===== config.mk =====
export PLATFORM = sky130hd
export DESIGN_NAME = gcsf_ctrl
export DESIGN_NICKNAME = d
export VERILOG_FILES = /design/src/sv/gcsf_pkg.sv /design/src/sv/gcsf_ctrl.sv
export SDC_FILE = /design/constraint.sdc
export NUM_CORES = 1
export LEC_CHECK = 0
export BUFFER_PORTS_ARGS = -buffer_cell sky130_fd_sc_hd__buf_2
export CAP_MARGIN = 20
export CORE_AREA = 10 10 47 49
export DETAILED_ROUTE_END_ITERATION = 6
export DIE_AREA = 0 0 57 59
export PLACE_DENSITY = 0.47
export REMOVE_ABC_BUFFERS = 1
export SLEW_MARGIN = 5
export SYNTH_ARGS = -nofsm -noshare
export SYNTH_HDL_FRONTEND = slang
export SYNTH_SLANG_ARGS = --single-unit

===== constraint.sdc =====
create_clock -name clk -period 1.41 [get_ports clk]
set_input_delay 0.3525 -clock clk [delete_from_list [all_inputs] [get_ports clk]]
set_output_delay 0.3525 -clock clk [all_outputs]
set_load 0.05 [all_outputs]

===== src/sv/gcsf_pkg.sv =====
// Shared types, codes and helpers for the glyph class skip filter.
`timescale 1ns / 1ps
`default_nettype none
package gcsf_pkg;

  localparam int ARRAY_DEPTH = 256;
  localparam int RANGE_DEPTH = 64;
  localparam int ARRAY_AW    = (ARRAY_DEPTH > 1) ? $clog2(ARRAY_DEPTH) : 1;
  localparam int RANGE_AW    = (RANGE_DEPTH > 1) ? $clog2(RANGE_DEPTH) : 1;

  // Command codes of an input word.
  localparam logic [2:0] CMD_QUERY     = 3'd0;
  localparam logic [2:0] CMD_LOAD_GC_A = 3'd1;
  localparam logic [2:0] CMD_LOAD_GC_R = 3'd2;
  localparam logic [2:0] CMD_LOAD_MA_A = 3'd3;
  localparam logic [2:0] CMD_LOAD_MA_R = 3'd4;

  // Configuration register indexes.
  localparam logic [2:0] REG_GC_FORMAT = 3'd0;
  localparam logic [2:0] REG_GC_START  = 3'd1;
  localparam logic [2:0] REG_GC_COUNT  = 3'd2;
  localparam logic [2:0] REG_GC_RCOUNT = 3'd3;
  localparam logic [2:0] REG_MA_FORMAT = 3'd4;
  localparam logic [2:0] REG_MA_START  = 3'd5;
  localparam logic [2:0] REG_MA_COUNT  = 3'd6;
  localparam logic [2:0] REG_MA_RCOUNT = 3'd7;

  // Table formats.
  localparam logic [1:0] FMT_NONE  = 2'd0;
  localparam logic [1:0] FMT_DENSE = 2'd1;
  localparam logic [1:0] FMT_RANGE = 2'd2;

  // Glyph class values.
  localparam logic [15:0] CLS_BASE      = 16'd1;
  localparam logic [15:0] CLS_LIGATURE  = 16'd2;
  localparam logic [15:0] CLS_MARK      = 16'd3;
  localparam logic [15:0] CLS_COMPONENT = 16'd4;

  // Property bit positions.
  localparam int PROP_BASE = 0;
  localparam int PROP_MARK = 1;
  localparam int PROP_LIG  = 2;
  localparam int PROP_COMP = 3;

  // Lookup flag bits.
  localparam int FLAG_IGNORE_BASE = 1;
  localparam int FLAG_IGNORE_LIG  = 2;
  localparam int FLAG_IGNORE_MARK = 3;

  typedef struct packed {
    logic [2:0]  cmd;
    logic [7:0]  entry_index;
    logic [15:0] glyph_id;
    logic [15:0] range_first;
    logic [15:0] range_last;
    logic [15:0] class_value;
    logic [15:0] lookup_flag;
  } gcsf_item_t;

  typedef struct packed {
    logic skipped;
    logic is_base;
    logic is_mark;
    logic is_ligature;
    logic is_component;
  } gcsf_result_t;

  typedef struct packed {
    logic [15:0] first;
    logic [15:0] last;
    logic [15:0] cls;
  } gcsf_range_t;

  typedef struct packed {
    logic capture;
    logic issue;
    logic dense_take;
    logic finish;
    logic wr_gc_arr;
    logic wr_gc_rng;
    logic wr_ma_arr;
    logic wr_ma_rng;
  } gcsf_cmd_t;

  typedef struct packed {
    logic scan_end;
  } gcsf_status_t;

  function automatic logic [3:0] class_bits(input logic [15:0] cls);
    logic [3:0] bits;
    bits = 4'b0000;
    unique case (cls)
      CLS_BASE:      bits[PROP_BASE] = 1'b1;
      CLS_MARK:      bits[PROP_MARK] = 1'b1;
      CLS_LIGATURE:  bits[PROP_LIG]  = 1'b1;
      CLS_COMPONENT: bits[PROP_COMP] = 1'b1;
      default:       bits = 4'b0000;
    endcase
    return bits;
  endfunction

endpackage
`default_nettype wire


===== src/sv/gcsf_ctrl.sv =====
// Controller state machine: decodes words and sequences the range scan.
`timescale 1ns / 1ps
`default_nettype none
module gcsf_ctrl (
  input  wire logic                  clk,
  input  wire logic                  rst,
  input  wire logic                  start,
  input  wire logic [2:0]            cmd_code,
  input  wire gcsf_pkg::gcsf_status_t status,
  output gcsf_pkg::gcsf_cmd_t        ctl,
  output logic                       busy
);

  localparam logic [1:0] S_IDLE   = 2'd0;
  localparam logic [1:0] S_SCAN   = 2'd1;
  localparam logic [1:0] S_LAST   = 2'd2;
  localparam logic [1:0] S_FINISH = 2'd3;

  logic [1:0] state;
  logic [1:0] state_next;

  always_ff @(posedge clk) begin
    if (rst) begin
      state <= S_IDLE;
    end else begin
      state <= state_next;
    end
  end

  always_comb begin
    state_next = state;
    ctl        = '0;
    unique case (state)
      S_IDLE: begin
        if (start) begin
          unique case (cmd_code)
            gcsf_pkg::CMD_QUERY: begin
              ctl.capture = 1'b1;
              state_next  = S_SCAN;
            end
            gcsf_pkg::CMD_LOAD_GC_A: ctl.wr_gc_arr = 1'b1;
            gcsf_pkg::CMD_LOAD_GC_R: ctl.wr_gc_rng = 1'b1;
            gcsf_pkg::CMD_LOAD_MA_A: ctl.wr_ma_arr = 1'b1;
            gcsf_pkg::CMD_LOAD_MA_R: ctl.wr_ma_rng = 1'b1;
            default: ;
          endcase
        end
      end
      S_SCAN: begin
        ctl.issue = 1'b1;
        if (status.scan_end) begin
          state_next = S_LAST;
        end
      end
      S_LAST: begin
        ctl.dense_take = 1'b1;
        state_next     = S_FINISH;
      end
      S_FINISH: begin
        ctl.finish = 1'b1;
        state_next = S_IDLE;
      end
      default: state_next = S_IDLE;
    endcase
  end

  assign busy = (state != S_IDLE);

  a_scan_leads_last: assert property (@(posedge clk) disable iff (rst)
    (state == S_SCAN && status.scan_end) |=> (state == S_LAST))
    else $error("scan end did not lead to the last-data state");

  a_last_then_finish: assert property (@(posedge clk) disable iff (rst)
    (state == S_LAST) |=> (state == S_FINISH))
    else $error("last-data state not followed by finish");

  a_query_starts_scan: assert property (@(posedge clk) disable iff (rst)
    ctl.capture |=> (state == S_SCAN))
    else $error("query capture did not start a scan");

endmodule
`default_nettype wire


==> reports/qor.yml <==
place:
  place_area_um2: 399.1
  gp_congestion: 0.7096
  dp_hpwl_um: 657.4
  post-place-ws_ns: -0.1853
  port_buffers: 15
sta:
  rsz0062_at_grt: "yes"
  slew-limit-headroom: 0.8098
  post-route-period-util: 1.085
  worst_pin_slew_ns: 0.2854
  fin_ws_ns: -0.1196
  skew_ns: 0.004233
  setup_viol: 6
  slew_violations: 0
  hold_viol_final: 0
  post-route-min-period_ns: 1.530
  max_freq_mhz: 653.8
yosys:
  seq_area_frac_synth: 0.1592
  ys_ff_latch: 2
  synthesis.area_um2: 251.5
  syn_area_per_cell_um2: 8.982
  synth_cell_types: 14
  syn-instance-count: 28
  yosys_warnings: 0
pwr:
  p_leak_uw: 0.0002721
  cellPowerDensity_nw_per_um2: 2048
  finalPower_uw: 1255
  ir_drop_uv: 939.2
drt:
  drt_iter0_markers: 1
  via_per_inst: 4.139
  post_drt_wl_per_cell_um: 12.29
  vias: 298
  ant_nets: 0
  drc_errors: 0
  routed_wl_um: 885
  dr.pass1.iters: 3
worst_setup_path:
  critPathLaunchType: "register"
  worstPathRequired_ns: 1.06
  rrSetupSlack_ns: 0.09
  crit_path_max_fanout: 4
  critPathKind: "reg -> out"
  worst_setup_path_end_kind: "output pin"
  worstPathArrival_ns: 1.18
finish:
  layout_commonest_cell: "buf_4"
  syn2layout_area_growth_pct: 143.8
  fillers: 144
  multiInputGateArea_um2: 289.0
  fin_nets: 70
  largest_reg_flops: 2
  final_area_um2: 613.1
  largest_registers: "state: 2 flops"
  drive_above_1_share: 0.8571
  final-seq-area_um2: 42.54
  top_register: "state"
  layout_common_cells: "9 x buf_4, 7 x buf_6, 6 x buf_2"
  diodes: 0
die:
  dieArea_um2: 3363
  core.rowCount: 14
  core_um2: 1401
  die_h_um: 59
  fp.dieW_um: 57
  initial_utilization: 0.1795
  io_pins: 16
global_routing:
  track_usage: 0.05154
  globalRouteOverflowTotal: 0
  grt_max_degree: 5
  antenna_found_initial: 0
  grt_pass1_wl_um: 1414
  grt_pass1_vias: 350
outcome:
  failed_checks: "setup timing"
  status: "finished, violations left"
clocking:
  tritoncts: "done"
  cts_max_path_buffers: 2
  cts_htree_levels: 1
  clk_latency_ns: 0.22
  clk_pin_slew_ns: 0.03
  cts-root-buf: "clkbuf_4"
  cts_buffers: 3
  cts_sinks: 2
hold_path:
  hold_class: "in -> reg"
flow_run:
  drv_cap: 0
==> kinds of logic after synthesis <==
group | after synthesis | synth area share
AO/OA/AOI/OAI | 3 | 0.1891
flip-flops | 2 | 0.1592
AND/OR/NAND/NOR | 13 | 0.3034
adder cells (fa/ha/maj) | 5 | 0.2488
multiplexers | 1 | 0.03980
buffers and inverters | 4 | 0.05968
==> critical path: stages (launching register included) <==
cell	delay, ns
dfxtp_2	0.31
inv_2	0.07
ha_4	0.17
nand2b_4	0.08
nor3_2	0.14
buf_6	0.18
==> path summary, 6_finish.rpt <==
check,start,end,depth (start not counted)
worst min register to register,state[0],state[0],3
worst min-delay path,rst,state[0],2
worst max register to register,state[0],state[0],6
worst max-delay path,state[0],ctl[3],5
==> timing repair <==
item | in CTS | in global routing
pin swaps | 4 | 6
hold buffers | 0 | 0
buffers inserted | 3 | 0
endpoints found under the setup margin | 8 | 11
resized for setup | 29 | 17
==> per-stage QoR <==
stage	util	cells	TNS [ns]	hold WS, ns
2_1_floorplan	-	28	-3.482	0.4171
3_3_place_gp	0.2848	66	-0.4111	0.5361
3_5_place_dp	0.2848	66	-0.4807	0.5444
4_1_cts	0.3848	72	-0.7538	0.3041
5_1_grt	0.4375	72	-0.9923	0.3365
6_report	0.4375	72	-0.6192	0.3217
==> Yosys cell counts <==
master / number / share of area
mux2i_1: 1 / 0.040
inv_1: 4 / 0.060
nor2_1: 2 / 0.030
or4b_4: 1 / 0.055
ha_1: 5 / 0.25
a2111oi_4: 1 / 0.11
nor3_1: 3 / 0.060
dfxtp_1: 2 / 0.16
nand2_1: 1 / 0.015
nand3_1: 1 / 0.020
nor2b_1: 1 / 0.025
a211oi_2: 1 / 0.050
a21o_1: 1 / 0.030
nand2b_1: 4 / 0.099
==> area by class of cell <==
cell class	instances	share of cell area
clock buffer	3	0.03673
inverter	4	0.02857
multi-input combinational	22	0.4714
sequential	2	0.06939
tap	16	0.03265
timing repair buffer	25	0.3612
==> power by group <==
part,switching (uW),total (uW),internal [uW]
Combinational,525,1030,508
Clock,28.4,122,93.6
Sequential,14.8,99.6,84.8
Total,569,1260,687
==> metal layers <==
| metal | up-vias | share of wire | global-route usage |
|---|---|---|---|
| li1 | 150 | - | - |
| met1 | 136 | 0.34 | 0.04182 |
| met2 | 12 | 0.53 | 0.09767 |
| met3 | 0 | 0.13 | 0.04506 |
| met4 | 0 | 0 | 0 |
| met5 | - | 0 | 0 |
No activity file was read; power rests on OpenSTA's default activity.
